==> config.mk <==
export PLATFORM = sky130hd
export DESIGN_NAME = task_time_load_profiler_unit
export DESIGN_NICKNAME = d
export VERILOG_FILES = /design/src/rtl/ttlp_pkg.sv /design/src/rtl/ttlp_share_div.sv /design/src/rtl/task_time_load_profiler_unit.sv
export SDC_FILE = /design/constraint.sdc
export NUM_CORES = 2
export LEC_CHECK = 0
export BUFFER_PORTS_ARGS = -buffer_cell sky130_fd_sc_hd__buf_4
export CAP_MARGIN = 20
export CORE_ASPECT_RATIO = 0.7
export CORE_MARGIN = 10
export CORE_UTILIZATION = 58
export DETAILED_ROUTE_END_ITERATION = 10
export GPL_TIMING_DRIVEN = 0
export PLACE_DENSITY = 0.8
export SLEW_MARGIN = 20
export SYNTH_ARGS = -nofsm -noshare
export SYNTH_HDL_FRONTEND = slang
export SYNTH_HIERARCHICAL = 1
export SYNTH_SLANG_ARGS = --single-unit
==> constraint.sdc <==
create_clock -name clk -period 6.45 [get_ports clk]
set_input_delay 0.645 -clock clk [delete_from_list [all_inputs] [get_ports clk]]
set_output_delay 0.645 -clock clk [all_outputs]
set_load 0.02 [all_outputs]
==> src/rtl/ttlp_pkg.sv <==
`timescale 1ns / 1ps
package ttlp_pkg;

  localparam int NUM_SLOTS = 7;
  localparam int SLOT_W    = 3;
  localparam int STAMP_W   = 32;
  localparam int PCT_W     = 7;

  localparam logic [SLOT_W-1:0] SLOT_IDLE1 = 3'd0;
  localparam logic [SLOT_W-1:0] SLOT_ETH   = 3'd1;
  localparam logic [SLOT_W-1:0] SLOT_GUI   = 3'd2;
  localparam logic [SLOT_W-1:0] SLOT_SENS  = 3'd3;
  localparam logic [SLOT_W-1:0] SLOT_IDLE2 = 3'd4;
  localparam logic [SLOT_W-1:0] SLOT_MOTOR = 3'd5;
  localparam logic [SLOT_W-1:0] SLOT_MINT  = 3'd6;
  localparam logic [SLOT_W-1:0] SLOT_NONE  = 3'd7;

  localparam logic [1:0] ACT_ENTRY = 2'd0;
  localparam logic [1:0] ACT_EXIT  = 2'd1;
  localparam logic [1:0] ACT_PEND  = 2'd2;

  localparam logic [PCT_W-1:0] FULL_PCT = 7'd100;
  localparam logic [STAMP_W-1:0] PERIOD_RESET = 32'd12000;

  typedef enum logic [2:0] {
    ST_IDLE,
    ST_EXIT,
    ST_GATHER,
    ST_SUM,
    ST_SHARE_GO,
    ST_SHARE_WAIT,
    ST_IDLE_PCT,
    ST_OUT
  } state_t;

endpackage

==> src/rtl/ttlp_share_div.sv <==
`timescale 1ns / 1ps
module ttlp_share_div
  import ttlp_pkg::*;
(
  input  logic               clk,
  input  logic               rst,
  input  logic               start,
  input  logic [STAMP_W-1:0] part,
  input  logic [STAMP_W-1:0] total,
  output logic               done,
  output logic [PCT_W-1:0]   pct
);

  // part*100 is divided by total one quotient bit a cycle; a part above total
  // means a wrapped sum, and any part not below total saturates at full scale.
  logic               busy;
  logic [2:0]         bit_idx;
  logic [38:0]        rem;
  logic [PCT_W-1:0]   quo;
  logic               sat;
  logic [39:0]        trial;
  logic [PCT_W-1:0]   quo_next;
  logic [38:0]        rem_next;

  always_comb begin
    trial    = {1'b0, rem} - ({8'd0, total} << bit_idx);
    quo_next = quo;
    rem_next = rem;
    if (!trial[39]) begin
      rem_next          = trial[38:0];
      quo_next[bit_idx] = 1'b1;
    end
  end

  always_ff @(posedge clk) begin
    if (rst) begin
      busy <= 1'b0;
      done <= 1'b0;
    end else begin
      done <= 1'b0;
      if (start) begin
        busy    <= 1'b1;
        rem     <= {7'd0, part} * 39'd100;
        sat     <= (part >= total);
        quo     <= '0;
        bit_idx <= 3'd6;
      end else if (busy) begin
        rem     <= rem_next;
        quo     <= quo_next;
        bit_idx <= bit_idx - 3'd1;
        if (bit_idx == 3'd0) begin
          busy <= 1'b0;
          done <= 1'b1;
          pct  <= sat ? FULL_PCT : quo_next;
        end
      end
    end
  end

endmodule

==> src/rtl/task_time_load_profiler_unit.sv <==
`timescale 1ns / 1ps
// Channel   | Handshake               | Payload
// ----------+-------------------------+-------------------------------------------
// input     | in_valid / in_stall     | action, task_slot, timestamp
// output    | out_valid / out_stall   | ethernet_pct .. idle_pct, idle1/2_changed
// config    | cfg_valid / cfg_ready   | period_count
//
// A task entry is taken without a stall; a task exit stalls the input for the
// read of the stamp and total memories and the write back of the total. A period
// end stalls the input to sweep and add the totals, run four shares through the
// bit-serial divider, form idle and load the output beat; a zero sum skips shares and idle.
// Reset is synchronous; it empties both memories through their valid bits.
// A stalled result holds the output register; a later period end waits to load.
module task_time_load_profiler_unit
  import ttlp_pkg::*;
(
  input  logic               clk,
  input  logic               rst,
  input  logic               in_valid,
  output logic               in_stall,
  input  logic [1:0]         action,
  input  logic [SLOT_W-1:0]  task_slot,
  input  logic [STAMP_W-1:0] timestamp,
  output logic               out_valid,
  input  logic               out_stall,
  output logic [PCT_W-1:0]   ethernet_pct,
  output logic [PCT_W-1:0]   gui_pct,
  output logic [PCT_W-1:0]   sensors_pct,
  output logic [PCT_W-1:0]   motor_pct,
  output logic [PCT_W-1:0]   idle_pct,
  output logic               idle1_changed,
  output logic               idle2_changed,
  input  logic               cfg_valid,
  output logic               cfg_ready,
  input  logic [STAMP_W-1:0] period_count
);

  state_t state, state_next;

  // Start stamps and slot totals live in two small synchronous memories.
  // A valid bit per entry makes an unwritten entry read as zero, so the
  // period end clears both memories by clearing only their valid bits.
  logic [STAMP_W-1:0] st_mem  [NUM_SLOTS];
  logic [STAMP_W-1:0] tot_mem [NUM_SLOTS];
  logic [NUM_SLOTS-1:0] st_valid, tot_valid;
  logic [STAMP_W-1:0] st_q, tot_q;
  logic st_qv, tot_qv;
  logic [STAMP_W-1:0] st_rd, tot_rd;

  logic               st_we, tot_we, clear_all;
  logic [SLOT_W-1:0]  tot_raddr;
  logic [STAMP_W-1:0] tot_wdata;

  logic [STAMP_W-1:0] period_reg;
  logic [SLOT_W-1:0]  ex_slot;
  logic [STAMP_W-1:0] ex_stamp;
  logic [STAMP_W-1:0] delta;

  logic [3:0]         cnt;
  logic [STAMP_W-1:0] gat [NUM_SLOTS];
  logic [STAMP_W-1:0] motor_sum, all_sum;
  logic [STAMP_W-1:0] sum_reg, motor_reg;
  logic [STAMP_W-1:0] prev_idle1, prev_idle2;
  logic               flag1, flag2;
  logic [1:0]         share_idx;
  logic [PCT_W-1:0]   held [5];
  logic [8:0]         others;

  logic               div_start, div_done;
  logic [STAMP_W-1:0] div_part;
  logic [PCT_W-1:0]   div_pct;

  logic in_take;
  logic out_free;

  assign cfg_ready = 1'b1;
  assign in_take   = in_valid && !in_stall;
  assign out_free  = !out_valid || !out_stall;

  assign st_rd  = st_qv  ? st_q  : '0;
  assign tot_rd = tot_qv ? tot_q : '0;

  // Next state.
  always_comb begin
    state_next = state;
    case (state)
      ST_IDLE: begin
        if (in_take) begin
          if (action == ACT_EXIT && task_slot != SLOT_NONE) begin
            state_next = ST_EXIT;
          end else if (action == ACT_PEND) begin
            state_next = ST_GATHER;
          end
        end
      end
      ST_EXIT:       state_next = ST_IDLE;
      ST_GATHER:     if (cnt == 4'd7) state_next = ST_SUM;
      ST_SUM:        state_next = (all_sum == '0) ? ST_OUT : ST_SHARE_GO;
      ST_SHARE_GO:   state_next = ST_SHARE_WAIT;
      ST_SHARE_WAIT: begin
        if (div_done) begin
          state_next = (share_idx == 2'd3) ? ST_IDLE_PCT : ST_SHARE_GO;
        end
      end
      ST_IDLE_PCT:   state_next = ST_OUT;
      ST_OUT:        if (out_free) state_next = ST_IDLE;
      default:       state_next = ST_IDLE;
    endcase
  end

  // Control outputs of the sequencer.
  always_comb begin
    in_stall  = (state != ST_IDLE);
    st_we     = 1'b0;
    tot_we    = 1'b0;
    clear_all = 1'b0;
    div_start = 1'b0;
    tot_raddr = task_slot;
    case (state)
      ST_IDLE: begin
        st_we = in_take && action == ACT_ENTRY && task_slot != SLOT_NONE;
      end
      ST_EXIT:     tot_we    = (st_rd != '0);
      ST_GATHER:   tot_raddr = (cnt == 4'd7) ? SLOT_IDLE1 : cnt[SLOT_W-1:0];
      ST_SUM:      clear_all = 1'b1;
      ST_SHARE_GO: div_start = 1'b1;
      default: ;
    endcase
  end

  // Time spent in the slot; the motor interrupt slot adds one period when
  // the timer wrapped between its entry and exit.
  always_comb begin
    delta = ex_stamp - st_rd;
    if (ex_slot == SLOT_MINT && st_rd > ex_stamp) begin
      delta = period_reg + ex_stamp - st_rd;
    end
    tot_wdata = tot_rd + delta;
  end

  assign motor_sum = gat[SLOT_MOTOR] + gat[SLOT_MINT];
  assign all_sum   = gat[SLOT_IDLE1] + gat[SLOT_ETH] + gat[SLOT_GUI]
                   + gat[SLOT_SENS] + motor_sum;
  assign others    = {2'd0, held[0]} + {2'd0, held[1]} + {2'd0, held[2]}
                   + {2'd0, held[3]};

  always_comb begin
    case (share_idx)
      2'd0:    div_part = gat[SLOT_ETH];
      2'd1:    div_part = gat[SLOT_GUI];
      2'd2:    div_part = gat[SLOT_SENS];
      default: div_part = motor_reg;
    endcase
  end

  // Memories.
  always_ff @(posedge clk) begin
    if (st_we) begin
      st_mem[task_slot] <= timestamp;
    end
    if (tot_we) begin
      tot_mem[ex_slot] <= tot_wdata;
    end
    st_q  <= st_mem[task_slot];
    tot_q <= tot_mem[tot_raddr];
  end

  always_ff @(posedge clk) begin
    if (rst) begin
      st_valid  <= '0;
      tot_valid <= '0;
      st_qv     <= 1'b0;
      tot_qv    <= 1'b0;
    end else begin
      st_qv  <= st_valid[task_slot];
      tot_qv <= tot_valid[tot_raddr];
      if (clear_all) begin
        st_valid  <= '0;
        tot_valid <= '0;
      end else begin
        if (st_we)  st_valid[task_slot] <= 1'b1;
        if (tot_we) tot_valid[ex_slot]  <= 1'b1;
      end
    end
  end

  // Sequencer and datapath registers.
  always_ff @(posedge clk) begin
    if (rst) begin
      state      <= ST_IDLE;
      period_reg <= PERIOD_RESET;
      prev_idle1 <= '0;
      prev_idle2 <= '0;
      out_valid  <= 1'b0;
      for (int i = 0; i < 5; i++) held[i] <= '0;
    end else begin
      state <= state_next;
      if (cfg_valid && cfg_ready) begin
        period_reg <= period_count;
      end
      if (state == ST_OUT && out_free) begin
        out_valid <= 1'b1;
      end else if (out_valid && !out_stall) begin
        out_valid <= 1'b0;
      end
      case (state)
        ST_IDLE: begin
          ex_slot  <= task_slot;
          ex_stamp <= timestamp;
          cnt      <= '0;
        end
        ST_GATHER: begin
          cnt <= cnt + 4'd1;
          if (cnt != 4'd0) begin
            gat[cnt[SLOT_W-1:0] - 3'd1] <= tot_rd;
          end
        end
        ST_SUM: begin
          sum_reg    <= all_sum;
          motor_reg  <= motor_sum;
          flag1      <= (prev_idle1 != gat[SLOT_IDLE1]);
          flag2      <= (prev_idle2 != gat[SLOT_IDLE2]);
          prev_idle1 <= gat[SLOT_IDLE1];
          prev_idle2 <= gat[SLOT_IDLE2];
          share_idx  <= '0;
        end
        ST_SHARE_WAIT: begin
          if (div_done) begin
            held[share_idx] <= div_pct;
            share_idx       <= share_idx + 2'd1;
          end
        end
        ST_IDLE_PCT: begin
          held[4] <= (others > 9'd100) ? '0 : FULL_PCT - others[PCT_W-1:0];
        end
        ST_OUT: begin
          if (out_free) begin
            ethernet_pct  <= held[0];
            gui_pct       <= held[1];
            sensors_pct   <= held[2];
            motor_pct     <= held[3];
            idle_pct      <= held[4];
            idle1_changed <= flag1;
            idle2_changed <= flag2;
          end
        end
        default: ;
      endcase
    end
  end

  ttlp_share_div u_div (
    .clk   (clk),
    .rst   (rst),
    .start (div_start),
    .part  (div_part),
    .total (sum_reg),
    .done  (div_done),
    .pct   (div_pct)
  );

endmodule

==> impl_metrics.toml <==
[synth]
synthArstFlopShare = 0
synth_top_family_by_area = "adder cells"
ys_ff_latch = 1090
synth_mux_area_frac = 0.05628
synth-adder-area-share = 0.1293
synthFlopType = "edfxtp_1"
syn-mean-instance-area_um2 = 11.73
yosys.area_share.simple = 0.08593
synth_compound_area_frac = 0.1205
synth_edf_count = 908
synth_nets = 5660
ys_warn_count = 6
synthXorXnorAreaFrac = 0.03988
synth_cells = 5072
ys_types = 104
yosysSeqAreaShare = 0.5194
syn-cell-area_um2 = 59510

[sta]
relSlewSlack = 0.2689
slew_violations = 0
hold_viol_final = 0
layout_setup_ws_ns = -0.8036
fin_crit_ns = 7.254
fmax_mhz = 137.9
finalCritPeriodShare = 1.125
worst_pin_slew_ns = 1.097
finClkSkew_ns = 0.05523
finalSetupViolCount = 24
grt_setup_unrepaired = "true"

[global_routing]
antenna_found_initial = 3
grt_pass1_wl_um = 242800
grt_pass1_vias = 41340
grt.total_usage = 0.2696
grt_overflow = 0
grt_max_degree = 30

[worst_setup_path]
cp_slowest_stage_delay_ns = 0.53
worst_path_most_repeated_cell = "fa_1"
crit_fanout = 5
critical_path_buf_inv_count = 3
rr_worst_depth = 29
reg2reg_to = "state[1]$_SDFFE_PP0P_"
end_kind = "register"
cp_slowest_cell = "or4_4"
reg2reg_slack_ns = -0.80
rr_startpoint = "gat[5][0]$_DFFE_PP_"
path_delay_family = "compound AO/OA/AOI/OAI gates"
startpoint_type = "register"
critical_path_class = "register to register"
worst-endpoint-required_ns = 7.07
worstPathArrival_ns = 7.87

[run_status]
violations = "negative setup slack"
status = "finished, violations left"

[routing]
met2RoutedLength_um = 74160
antenna_left = 0
dr_wl_met3_um = 18150
drt_first_iter_violations = 5123
viasPerCell = 6.209
drt_wl_total_um = 162800
via_count = 42416
wl_met1_um = 65480
highest_layer = "met4"
dr.pass1.iters = 10
drc = 0
wl_per_cell_um = 23.84

[pwr]
total_power_mw = 19.01
p_leak_nw = 27.35
irDropWorstVdd_mv = 0.2853
powerDensity_nw_per_um2 = 280.6

[finish]
finalNonFillerCells = 6831
area_growth_pct = 13.84
fill_cells = 7137
diodes = 0
fin_util = 0.6641
nets = 5982
drive_gt1_frac = 0.1297

[place]
port_buffers = 111
place_hpwl_um = 118800
gp_congestion = 0.9664
place_inst = 6590

[hold_path]
hold_end = "ex_slot[1]$_DFFE_PP_"
hold_depth = 1
hold_start = "task_slot[1]"
hold_class = "input port to register"

[clocking]
cts.path.max_buffers = 3
cts-buffers-inserted = 99
tritoncts = "built"
root_buffer = "clkbuf_16"
clk_latency_ns = 0.72
cts.sinks = 1090
h-tree-depth = 3
cts.clk_slew.worst_paths_ns = 0.07

[floorplan]
start_util = 0.5833
core_um2 = 102000
pin_count = 114
die_w_um = 402.9
row_count = 98
die-area_um2 = 116000
fp.dieH_um = 288.0

[flow_run]
maxCapViolCount = 0
-- cell usage in the layout, fill, tap and decap left out, types with 29 or more instances in the layout --
cell type	Yosys	layout
edfxtp_1	908	908
inv_1	566	560
nand2_1	420	419
a21oi_1	347	327
ha_1	346	326
nor2_1	263	245
buf_4	1	193
xnor2_1	203	192
dfxtp_1	182	181
o21ai_0	187	170
mux2i_1	167	165
fa_1	168	163
clkbuf_1	128	137
a21o_1	118	118
clkbuf_16	0	109
xor2_1	68	65
nand3_1	65	63
mux4_2	60	60
and2_1	56	55
o21a_1	52	52
nor3_1	60	50
nand4_1	50	50
a22oi_1	38	38
o211ai_1	35	35
a222oi_1	35	35
nor2b_1	34	34
nand2b_1	32	31
o21bai_1	30	29
-- per-stage QoR --
stage                     instance area (um2)  TNS (ns)  worst slack, ns  hold WS [ns]
final                                   67750    -2.968          -0.8036        0.1497
after detailed placement                63030   -147.95           -1.753        0.4074
after CTS                               66990    -1.179          -0.6162        0.1164
after global routing                    67750    -5.546          -0.9842        0.1304
after global placement                  62060   -319.75           -1.533        0.4055
after floorplan                         59540         0          0.04353        0.4003
-- where the power goes --
part | leakage, nW | internal (mW) | total, mW | switching, mW
logic | 15.5 | 1.70 | 4.54 | 2.85
clock network | 1.64 | 3.40 | 6.14 | 2.74
registers | 10.2 | 8.17 | 8.33 | 0.153
-- what timing repair did --
item,4_1_cts,5_1_grt
buffers inserted,28,34
pin swaps,53,72
setup endpoints to repair,186,122
hold buffers,0,0
resized for setup,90,124
-- cell families after synthesis --
logic type	after synthesis
AND/OR/NAND/NOR	1098
AO/OA/AOI/OAI	1091
flip-flops	1090
buffers and inverters	751
adder cells (fa/ha/maj)	514
XOR/XNOR	271
multiplexers	256
other	1
-- synthesized netlist by cell type (all sizes together), types with 10 or more instances --
library cell	n	area share
a211oi	29	0.0040
a21boi	11	0.0014
a21o	120	0.015
a21oi	349	0.030
a221o	11	0.0019
a222oi	35	0.0059
a22o	12	0.0018
a22oi	38	0.0048
a31oi	31	0.0033
and2	58	0.0061
and3	31	0.0033
and4	11	0.0016
buf	53	0.0041
clkbuf	129	0.0082
dfxtp	182	0.061
edfxtp	908	0.46
fa	168	0.057
ha	346	0.073
inv	567	0.036
mux2	29	0.0055
mux2i	167	0.028
mux4	60	0.023
nand2	420	0.026
nand2b	32	0.0034
nand3	67	0.0059
nand4	51	0.0056
nor2	263	0.017
nor2b	34	0.0036
nor3	60	0.0050
nor4	24	0.0026
o211ai	35	0.0044
o21a	52	0.0066
o21ai	200	0.017
o21bai	30	0.0038
o221ai	12	0.0019
o31ai	25	0.0032
o41ai	10	0.0016
or2	15	0.0016
xnor2	203	0.030
xor2	68	0.010
-- per-layer routing --
layer	vias up	GRT usage
met5	-	0
met3	346	0.05681
met4	0	0.07522
met1	20767	0.3762
met2	2350	0.4274
li1	18953	-
-- worst max path at each step --
stage | from | to | slack, ns | depth (start not counted)
floorplan | gat[6][0]$_DFFE_PP_ | state[1]$_SDFFE_PP0P_ | 0.04 | 26
global placement | rst | ex_stamp[26]$_DFFE_PP_ | -1.53 | 4
detailed placement | st_qv$_SDFF_PP0_ | tot_mem[0][30]$_DFFE_PP_ | -1.75 | 29
CTS | gat[5][0]$_DFFE_PP_ | state[1]$_SDFFE_PP0P_ | -0.62 | 28
global route | gat[6][0]$_DFFE_PP_ | state[1]$_SDFFE_PP0P_ | -0.98 | 29
finish | gat[5][0]$_DFFE_PP_ | state[1]$_SDFFE_PP0P_ | -0.80 | 29
-- worst register-to-register path: cells and delay by family (launching register included) --
family	cells	cell delay, ns
flip-flops	1	0.41
buffers and inverters	3	0.31
AND/OR/NAND/NOR	5	1.19
AO/OA/AOI/OAI	13	2.77
adder cells (fa/ha/maj)	6	2.25
XOR/XNOR	2	0.24
-- final cells by class --
type	count	area (um2)	share of cell area
clock inverters	45	476.7	0.007037
repair buffers	228	2105	0.03106
multi-input cells	3231	26710	0.3942
inverters	567	2131	0.03145
clock buffers	143	2895	0.04274
flip-flops and latches	1090	30910	0.4563
plain buffers	177	829.5	0.01224
well taps	1350	1689	0.02493
No activity file was read; power rests on OpenSTA's default activity.
